$ cat src/sv/dwu_pkg.sv
// ----------------------------------------------------------------------------
// dwu_pkg
// Shared types and constants for the delta word unfilter block.
// ----------------------------------------------------------------------------
`default_nettype none

package dwu_pkg;

    // Header progress codes: 0..3 count header bytes seen so far.
    localparam logic [2:0] HDR_DATA    = 3'd4;  // data phase
    localparam logic [2:0] HDR_OVERRUN = 3'd5;  // data phase after an overrun

    // Value of the mode register that selects 16-bit words.
    localparam logic [1:0] WB_WIDE  = 2'd2;
    localparam logic [1:0] WB_RESET = 2'd1;

    // Result queue geometry.
    localparam int unsigned QDEPTH = 4;
    localparam int unsigned QIDX_W = $clog2(QDEPTH);
    localparam int unsigned QCNT_W = $clog2(QDEPTH + 1);

    // One result item.
    typedef struct packed {
        logic [7:0]  out_byte;
        logic        last;
        logic        size_error;
        logic [23:0] declared_size;
    } dwu_res_t;

    // Results produced by one accepted input transaction (zero, one or two).
    typedef struct packed {
        logic [1:0] cnt;
        dwu_res_t   r0;
        dwu_res_t   r1;
    } dwu_push_t;

endpackage

`default_nettype wire

$ cat src/sv/delta_word_unfilter.sv
// ----------------------------------------------------------------------------
// delta_word_unfilter
// Undoes an 8-bit or 16-bit delta filter on a byte stream with a size header.
// ----------------------------------------------------------------------------
// Usage: stream bytes enter on the in_* channel, one per transaction; the
// first four are the header (byte 0 ignored, bytes 1..3 the declared size,
// little endian) and end_of_input flags the final byte. Decoded bytes leave
// on the out_* channel, low byte of each word first, with last on the final
// result and size_error valid on that result.
// cfg_wr_en/cfg_wr_data write the word size register (2 selects 16-bit
// words, any other value 8-bit); write it only between streams.
// With an empty queue, the first result of a transaction is presented in
// the cycle after it is accepted; the second result of a 16-bit word
// leaves the queue after the first.
// Throughput: one input byte per cycle while in_stall is low. A 16-bit word releases two results
// from its second byte, so output stays at one byte per cycle on average.
// A four-entry result queue separates the two sides; in_stall rises when
// fewer than two entries are free, so a stalled receiver backs up into the
// input after at most four results.
// Reset clears the stream state and the queue and sets 8-bit words.
// ----------------------------------------------------------------------------
`default_nettype none

module delta_word_unfilter (
    input  wire logic        clk,
    input  wire logic        rst_n,
    input  wire logic        cfg_wr_en,
    input  wire logic [1:0]  cfg_wr_data,
    input  wire logic        in_valid,
    output logic             in_stall,
    input  wire logic [7:0]  in_byte,
    input  wire logic        end_of_input,
    output logic             out_valid,
    input  wire logic        out_stall,
    output logic [7:0]       out_byte,
    output logic             last,
    output logic             size_error,
    output logic [23:0]      declared_size
);

    logic [1:0]         word_bytes_reg;
    logic               room;
    logic               accept;
    dwu_pkg::dwu_push_t push;
    dwu_pkg::dwu_res_t  head;

    assign in_stall = !room;
    assign accept   = in_valid && room;

    always_ff @(posedge clk or negedge rst_n)
    begin
        if (!rst_n) begin
            word_bytes_reg <= dwu_pkg::WB_RESET;
        end else if (cfg_wr_en) begin
            word_bytes_reg <= cfg_wr_data;
        end
    end

    dwu_decode u_decode (
        .clk          (clk),
        .rst_n        (rst_n),
        .accept       (accept),
        .in_byte      (in_byte),
        .end_of_input (end_of_input),
        .word_bytes   (word_bytes_reg),
        .push         (push)
    );

    dwu_outq u_outq (
        .clk   (clk),
        .rst_n (rst_n),
        .push  (push),
        .room  (room),
        .valid (out_valid),
        .stall (out_stall),
        .head  (head)
    );

    assign out_byte      = head.out_byte;
    assign last          = head.last;
    assign size_error    = head.size_error;
    assign declared_size = head.declared_size;

endmodule

`default_nettype wire

$ cat src/sv/dwu_decode.sv
// ----------------------------------------------------------------------------
// dwu_decode
// Header parser, size tracker and delta adder; emits up to two results per
// accepted input byte.
// ----------------------------------------------------------------------------
`default_nettype none

module dwu_decode (
    input  wire logic              clk,
    input  wire logic              rst_n,
    input  wire logic              accept,
    input  wire logic [7:0]        in_byte,
    input  wire logic              end_of_input,
    input  wire logic [1:0]        word_bytes,
    output dwu_pkg::dwu_push_t     push
);

    logic [2:0]  hdr_idx_reg,   hdr_idx_next;
    logic [23:0] decl_len_reg,  decl_len_next;
    logic [23:0] bytes_done_reg, bytes_done_next;
    logic [15:0] prev_word_reg, prev_word_next;
    logic [7:0]  held_low_reg,  held_low_next;
    logic        phase_reg,     phase_next;

    logic        wide;
    logic        half_pending;
    logic [23:0] decl_hdr;
    logic [7:0]  sum8;
    logic [15:0] sum16;
    logic        err;

    assign wide  = (word_bytes == dwu_pkg::WB_WIDE);
    assign sum8  = prev_word_reg[7:0] + in_byte;
    assign sum16 = prev_word_reg + {in_byte, held_low_reg};

    always_comb
    begin
        decl_hdr = decl_len_reg;
        case (hdr_idx_reg)
            3'd1: decl_hdr[7:0]   = decl_len_reg[7:0]   | in_byte;
            3'd2: decl_hdr[15:8]  = decl_len_reg[15:8]  | in_byte;
            3'd3: decl_hdr[23:16] = decl_len_reg[23:16] | in_byte;
            default: decl_hdr = decl_len_reg;
        endcase
    end

    always_comb
    begin
        hdr_idx_next    = hdr_idx_reg;
        decl_len_next   = decl_len_reg;
        bytes_done_next = bytes_done_reg;
        prev_word_next  = prev_word_reg;
        held_low_next   = held_low_reg;
        phase_next      = phase_reg;
        half_pending    = 1'b0;
        err             = 1'b0;
        push            = '0;
        push.r0.declared_size = decl_len_reg;
        push.r1.declared_size = decl_len_reg;

        if (hdr_idx_reg < dwu_pkg::HDR_DATA) begin
            decl_len_next = decl_hdr;
            hdr_idx_next  = hdr_idx_reg + 3'd1;
            if (end_of_input) begin
                // A stream ending right after a zero size header is a valid empty stream.
                push.cnt              = 2'd1;
                push.r0.out_byte      = 8'h00;
                push.r0.last          = 1'b1;
                push.r0.size_error    = !(hdr_idx_reg == 3'd3 && decl_hdr == 24'd0);
                push.r0.declared_size = decl_hdr;
            end
        end else begin
            if (bytes_done_reg < decl_len_reg) begin
                bytes_done_next = bytes_done_reg + 24'd1;
            end else begin
                hdr_idx_next = dwu_pkg::HDR_OVERRUN;
            end

            if (!wide) begin
                phase_next       = 1'b0;
                prev_word_next   = {8'h00, sum8};
                push.cnt         = 2'd1;
                push.r0.out_byte = sum8;
            end else if (!phase_reg) begin
                held_low_next = in_byte;
                phase_next    = 1'b1;
                if (end_of_input) begin
                    half_pending     = 1'b1;
                    push.cnt         = 2'd1;
                    push.r0.out_byte = sum8;
                end
            end else begin
                prev_word_next   = sum16;
                phase_next       = 1'b0;
                push.cnt         = 2'd2;
                push.r0.out_byte = sum16[7:0];
                push.r1.out_byte = sum16[15:8];
            end

            if (end_of_input) begin
                err = half_pending || (hdr_idx_next == dwu_pkg::HDR_OVERRUN)
                      || (bytes_done_next != decl_len_reg);
                if (push.cnt == 2'd2) begin
                    push.r1.last       = 1'b1;
                    push.r1.size_error = err;
                end else begin
                    push.r0.last       = 1'b1;
                    push.r0.size_error = err;
                end
            end
        end

        // The final byte of a stream returns the decoder to its idle state.
        if (end_of_input) begin
            hdr_idx_next    = '0;
            decl_len_next   = '0;
            bytes_done_next = '0;
            prev_word_next  = '0;
            held_low_next   = '0;
            phase_next      = 1'b0;
        end

        if (!accept) begin
            push.cnt = 2'd0;
        end
    end

    always_ff @(posedge clk or negedge rst_n)
    begin
        if (!rst_n) begin
            hdr_idx_reg    <= '0;
            decl_len_reg   <= '0;
            bytes_done_reg <= '0;
            prev_word_reg  <= '0;
            held_low_reg   <= '0;
            phase_reg      <= 1'b0;
        end else if (accept) begin
            hdr_idx_reg    <= hdr_idx_next;
            decl_len_reg   <= decl_len_next;
            bytes_done_reg <= bytes_done_next;
            prev_word_reg  <= prev_word_next;
            held_low_reg   <= held_low_next;
            phase_reg      <= phase_next;
        end
    end

endmodule

`default_nettype wire

$ cat src/sv/dwu_outq.sv
// ----------------------------------------------------------------------------
// dwu_outq
// Small result queue: takes up to two results per cycle, delivers one per cycle while stall is low.
// ----------------------------------------------------------------------------
`default_nettype none

module dwu_outq (
    input  wire logic               clk,
    input  wire logic               rst_n,
    input  wire dwu_pkg::dwu_push_t push,
    output logic                    room,
    output logic                    valid,
    input  wire logic               stall,
    output dwu_pkg::dwu_res_t       head
);

    dwu_pkg::dwu_res_t q_reg [dwu_pkg::QDEPTH];

    logic [dwu_pkg::QIDX_W-1:0] wr_ptr_reg, wr_ptr_next;
    logic [dwu_pkg::QIDX_W-1:0] rd_ptr_reg, rd_ptr_next;
    logic [dwu_pkg::QCNT_W-1:0] count_reg,  count_next;
    logic [dwu_pkg::QIDX_W-1:0] wr_ptr_p1;
    logic                       pop;

    assign valid     = (count_reg != '0);
    assign pop       = valid && !stall;
    // Space for the two results a single input transaction may produce.
    assign room      = (count_reg <= dwu_pkg::QCNT_W'(dwu_pkg::QDEPTH - 2));
    assign head      = q_reg[rd_ptr_reg];
    assign wr_ptr_p1 = wr_ptr_reg + 1'b1;

    always_comb
    begin
        wr_ptr_next = wr_ptr_reg + dwu_pkg::QIDX_W'(push.cnt);
        rd_ptr_next = rd_ptr_reg + dwu_pkg::QIDX_W'(pop);
        count_next  = count_reg + dwu_pkg::QCNT_W'(push.cnt)
                      - dwu_pkg::QCNT_W'(pop);
    end

    always_ff @(posedge clk)
    begin
        if (push.cnt != 2'd0) begin
            q_reg[wr_ptr_reg] <= push.r0;
        end
        if (push.cnt == 2'd2) begin
            q_reg[wr_ptr_p1] <= push.r1;
        end
    end

    always_ff @(posedge clk or negedge rst_n)
    begin
        if (!rst_n) begin
            wr_ptr_reg <= '0;
            rd_ptr_reg <= '0;
            count_reg  <= '0;
        end else begin
            wr_ptr_reg <= wr_ptr_next;
            rd_ptr_reg <= rd_ptr_next;
            count_reg  <= count_next;
        end
    end

endmodule

`default_nettype wire
$ cat config.mk
export PLATFORM = sky130hd
export DESIGN_NAME = delta_word_unfilter
export DESIGN_NICKNAME = d
export VERILOG_FILES = /design/src/sv/dwu_pkg.sv /design/src/sv/delta_word_unfilter.sv /design/src/sv/dwu_decode.sv /design/src/sv/dwu_outq.sv
export SDC_FILE = /design/constraint.sdc
export NUM_CORES = 1
export LEC_CHECK = 0
export BUFFER_PORTS_ARGS = -buffer_cell sky130_fd_sc_hd__buf_2
export CORE_MARGIN = 8
export CORE_UTILIZATION = 41
export DETAILED_ROUTE_END_ITERATION = 10
export GPL_TIMING_DRIVEN = 0
export PLACE_DENSITY_LB_ADDON = 0.15
export SLEW_MARGIN = 0
export SYNTH_ARGS = -nofsm -noshare
export SYNTH_HDL_FRONTEND = slang
export SYNTH_SLANG_ARGS = --single-unit
$ cat constraint.sdc
create_clock -name clk -period 5.98 [get_ports clk]
set_input_delay 0.299 -clock clk [delete_from_list [all_inputs] [get_ports clk]]
set_output_delay 0.299 -clock clk [all_outputs]
set_load 0.02 [all_outputs]
# After elaboration in Yosys (flattened, before gate mapping)
# Memories as Yosys holds them, arrays and structs flattened.
# Index checks and enable logic that the tools add are counted.
dict set report classes {
  addsub 9
  n_mul 0
  div 0
  n_lt_le_gt_ge 3
  eq_ne 11
  shifts 0
  muxes 48
  n_bitwise 3
  n_reduce_logical 17
}
# op count
set ops {}
lappend ops {{$mux W24} 7}
lappend ops {{$mux W8} 9}
lappend ops {{$mux W16} 4}
lappend ops {{$mux W10} 4}
lappend ops {{$mux W35} 1}
lappend ops {{$add A24 B1 Y24 const B} 1}
lappend ops {{$logic_not A24 Y1} 1}
lappend ops {{$lt A24 B24 Y1} 1}
lappend ops {{$ne A24 B24 Y1} 1}
lappend ops {{$or A8 B8 Y8} 3}
lappend ops {{$add A16 B16 Y16} 1}
lappend ops {{$mux W1} 12}
lappend ops {{$mux W12} 1}
lappend ops {{$mux W3} 4}
lappend ops {{$mux W2} 5}
lappend ops {{$mux W9} 1}
lappend ops {{$add A8 B8 Y8} 1}
lappend ops {{$eq A2 B2 Y1 const B} 3}
lappend ops {{$eq A3 B2 Y1 const B} 2}
lappend ops {{$reduce_bool A2 Y1} 3}
lappend ops {{$ne A2 B2 Y1 const B} 2}
lappend ops {{$reduce_and A2 Y1} 2}
lappend ops {{$reduce_and A4 Y1} 1}
lappend ops {{$add A3 B1 Y3 const B} 1}
lappend ops {{other kinds (15)} 20}
dict set report totals {
  register_bits 85
  latch_bits 0
  ramBits 136
  mem_bits_ro 0
  input_bits 16
  out_inout_bits 36
  wordCells 102
  memories 1
}
# name words width read_ports rd_clocked_by_memory_dff write_ports line
set memory_table {}
lappend memory_table {u_outq.q_reg 4 34 1 0 2 dwu_outq.sv:17} ;# dwu_pkg::dwu_res_t q_reg [dwu_pkg::QDEPTH];

# Longest topological paths before layout
dict set report depth {
  word_depth 13
  ltp_mapped 12
  ltp_nobuf 11
}

# Hierarchy
# From an unflattened synthesis, not the netlist that was laid out.
dict set report unflattened {
  hier_cells 1117
  area_unflattened_um2 13399.1
}
# module n_inst cells_each area_each_um2 seq_area_each_um2
set by_module_without_submodules {}
lappend by_module_without_submodules {dwu_outq 1 373 7270.7 4259.1}
lappend by_module_without_submodules {dwu_decode 1 738 6044.5 1901.8}
lappend by_module_without_submodules {delta_word_unfilter 1 6 83.8 51.3}

# Worst setup path before layout
# OpenSTA, ideal clock, no wires.
dict set report synth_timing {
  path_kind {register to register}
  start {register word_bytes_reg[0]}
  end {memory u_outq.q_reg[0][0] in the netlist's numbering, enable pin}
  setup_ns 0.477
  arrival_ns 4.097
  t_required_ns 5.503
  slack_ns 1.406
  path_stages_with_launch 8
  synth_period_minus_slack_ns 4.574
  cell_sequence {dfstp_2 nand2b_1 clkbuf_1 a22oi_1 nor2_1 nor2_1 clkbuf_1 o31ai_1}
}
# item line
set synth_lines {}
lappend synth_lines {{start, declared} delta_word_unfilter.sv:41} ;# logic [1:0] word_bytes_reg;
lappend synth_lines {{start signal, assigned} delta_word_unfilter.sv:53} ;# word_bytes_reg <= dwu_pkg::WB_RESET;
lappend synth_lines {{start signal, assigned} delta_word_unfilter.sv:55} ;# word_bytes_reg <= cfg_wr_data;
lappend synth_lines {{end, declared} dwu_outq.sv:17}

==> impl_metrics.csv <==
group,metric,value,unit
status,status,"completed",
detailed_routing,dr_wl_met3,2.07,mm
cts,post_cts_buffers,0,
yosys,ys_seq_area_share,50.3,%
detailed_routing,drt-met1-wl,16.3,mm
yosys,ys_types,74,
final_layout,diodes,0,
global_routing,grt_max_degree,66,
yosys,ys.flop_type,"edfxtp_1",
sta,post-route-period-util,61.8,%
global_routing,grt_antenna_before_repair,0,
critical_path,cpMostUsedCell,"a41oi_1",
yosys,synth_common_cells,"194 x nand2_1, 136 x edfxtp_1, 84 x dfrtp_1, 66 x nor2_1, 62 x a21oi_1",
critical_path,cp_cell_sequence,"inv_1 -> ha_1 -> a41oi_1 -> o21ai_0 -> a22oi_1 -> o211ai_2 -> nor3_1 -> xnor2_1 -> nor4_4 -> a41oi_1",
sta,fin_skew,0.0283,ns
global_routing,track_usage,19.9,%
yosys,avgSynthCellArea,10.8,um^2
detailed_routing,routed-via-count,9364,
placed_design,place.port_buffers,51,
sta,clock.fmax,271,MHz
cts,cts_buffers,24,
critical_path,cp.arrival,3.95,ns
yosys,yosysTopAreaCell,"edfxtp_1",
yosys,synth.top_cell.area_share,33.1,%
detailed_routing,final_antenna_net_count,0,
critical_path,end_kind,"flop",
final_layout,largest_reg_flops,136,
power,p_per_area,435,mW/mm^2
sta,relSlewSlack,27.9,%
yosys,ys_warn_count,0,
die,ios,52,
final_layout,area_growth,13.8,%
power,p_leak,6.01,nW
die,die-area,0.0359,mm^2
yosys,synth_edf_count,136,
die,core-area,0.0296,mm^2
final_layout,drive_gt1_share,13.2,%
yosys,ys_ff_latch,221,
yosys,yosysMostFrequentCell,"nand2_1",
sta,maxSlewViolCount,0,
cts,clock_sinks,221,
yosys,synth_cells,1145,
yosys,synth-async-reset-ratio,38.5,%
placed_design,placed_area,0.0133,mm^2
sta,hold_viol_final,0,
cts,root_buffer,"clkbuf_16",
final_layout,fillers,2803,
critical_path,worstSetupPathType,"reg2reg",
yosys,synth_area_leaders,"edfxtp_1 33%, dfrtp_1 17%, mux4_2 6.2%, nand2_1 5.9%, ha_1 5.5%",
global_routing,grt_pass1_vias,9382,
detailed_routing,wl,36.0,mm
detailed_routing,routed.top_layer,"met4",
detailed_routing,dr_wl_met2,16.4,mm
cts,path_clk_slew,0.06,ns
job,maxCapViolCount,0,
placed_design,hpwlAfterDp,26.1,mm
cts,cts_buffer_depth,3,
critical_path,required,6.24,ns
die,fp-row-count,63,
hold_path,hold_path_class,"in2reg",
global_routing,gr-total-overflow,0,
yosys,synth_nets,1218,
critical_path,crit_buf_inv,1,
sta,setup-violations-final,0,
sta,fin_setup_tns,0,ns
cts,htreeDepth,1,
final_layout,fin_nets,1305,
power,vdd_ir_drop_max,0.199,mV
final_layout,final_cells,1639,
detailed_routing,remaining_drc_errors,0,
die,start_util,41.7,%
critical_path,path_delay_family,"compound AO/OA/AOI/OAI gates",
critical_path,max_stage_delay,0.52,ns
critical_path,cp_max_fo,7,
detailed_routing,drt_iter0_drc,625,
yosys,synthesis.area,0.0124,mm^2
final_layout,fin_area,0.0141,mm^2
detailed_routing,first_pass_iters,5,
cts,cts_tree,"yes",
sta,grt_setup_unrepaired,"no",
critical_path,slowest_stage,"dfrtp_1",
detailed_routing,vias_per_cell,5.71,
final_layout,post-route-util,47.4,%
placed_design,gp_congestion,0.889,
die,dieHeight,190,um
sta,min_period,3.70,ns
cts,clock_latency,0.55,ns
global_routing,grt_pass1_wl,55.3,mm
critical_path,crit_path_start_kind,"flop",
sta,max_slew.worst_pin.slew,1.08,ns
die,die_w,190,um
placed_design,dp_cells,1593,
detailed_routing,avgRoutedWirePerCell,22.0,um
-- per-layer routing --
layer / vias up / track usage, %
li1: 4429 / -
met2: 268 / 31.8
met1: 4601 / 27.1
met3: 66 / 3.35
met5: - / 0
met4: 0 / 6.79
-- worst reg2reg max path, cell delays in order, from the launching register on --
cell	delay (ns)
dfrtp_1	0.52
inv_1	0.21
ha_1	0.37
a41oi_1	0.23
o21ai_0	0.19
a22oi_1	0.34
o211ai_2	0.25
nor3_1	0.39
xnor2_1	0.23
nor4_4	0.46
a41oi_1	0.21
-- where the power goes --
group          switching [mW]  internal (mW)  leakage, nW
clock network           0.623          0.782        0.355
registers               0.199           1.96         2.40
logic                    1.61          0.947         3.26
total                    2.43           3.69         6.01
-- layout make-up --
type	instances	area, um^2	share of cell area, %
Clock buffer	31	627	4.46
Clock inverter	12	95.1	0.677
Sequential cell	221	6210	44.2
Tap cell	390	488	3.47
Multi-Input combinational cell	823	5780	41.2
Inverter	44	165	1.18
Buffer	57	234	1.67
Timing Repair Buffer	61	448	3.19
-- through the flow --
| stage | hold slack (ns) | setup WS, ns | power [mW] |
|---|---|---|---|
| after floorplan | 0.00341 | 1.41 | 3.90 |
| after global placement | 0.477 | -1.31 | 4.67 |
| after detailed placement | 0.241 | 2.36 | 4.75 |
| after CTS | 0.0297 | 2.35 | 6.16 |
| after global routing | 0.0355 | 2.09 | 6.49 |
| final | 0.0434 | 2.28 | 6.12 |
-- path summary, 6_finish.rpt --
path                       slack, ns                       start                         end  cells past startpoint
max                             2.28   u_decode.decl_len_reg[14]         u_outq.q_reg[0][24]                     10
min                             0.04                   cfg_wr_en           word_bytes_reg[0]                      2
max reg2reg                     2.28   u_decode.decl_len_reg[14]         u_outq.q_reg[0][24]                     10
min reg2reg                     0.49  u_decode.prev_word_reg[12]  u_decode.prev_word_reg[12]                      2
max in group asynchronous       5.11                       rst_n    u_decode.decl_len_reg[0]                      3
min in group asynchronous       0.23                       rst_n   u_decode.prev_word_reg[6]                      2
-- placed cells by master, fill, tap and decap left out, types with 5 or more instances in the layout --
| master | count |
|---|---|
| buf_2 | 62 |
| nor2_1 | 64 |
| buf_1 | 5 |
| edfxtp_1 | 136 |
| clkbuf_16 | 24 |
| a211oi_1 | 5 |
| clkbuf_1 | 45 |
| nor3_1 | 24 |
| dfrtp_1 | 84 |
| and3_1 | 13 |
| mux2_2 | 7 |
| clkinv_2 | 5 |
| o31ai_1 | 15 |
| a22oi_1 | 5 |
| a21oi_1 | 62 |
| nand3_1 | 26 |
| nand2_1 | 194 |
| a22o_1 | 16 |
| a31oi_1 | 15 |
| and2_1 | 7 |
| ha_1 | 54 |
| mux4_2 | 34 |
| nand2b_1 | 8 |
| xnor2_1 | 36 |
| o21ai_0 | 58 |
| xor2_1 | 17 |
| mux2i_1 | 16 |
| nor2b_1 | 7 |
| o22ai_1 | 14 |
| o21bai_1 | 5 |
| o21ai_1 | 8 |
| a21o_1 | 14 |
| inv_1 | 44 |
| a41oi_1 | 7 |
| or3_1 | 7 |
| nor4_1 | 12 |
| nand4_1 | 11 |
-- logic make-up after synthesis --
group | share of synthesized area, %
multiplexers | 8.13
XOR/XNOR | 3.76
flip-flops | 50.3
AND/OR/NAND/NOR | 14.9
buffers and inverters | 3.23
AO/OA/AOI/OAI | 13.7
adder cells (fa/ha/maj) | 5.96
-- timing repair --
item	4_1_cts	5_1_grt
gates resized for setup	0	0
hold endpoints to repair	22	0
hold buffers	3	0
(Power assumes the default switching activity.)
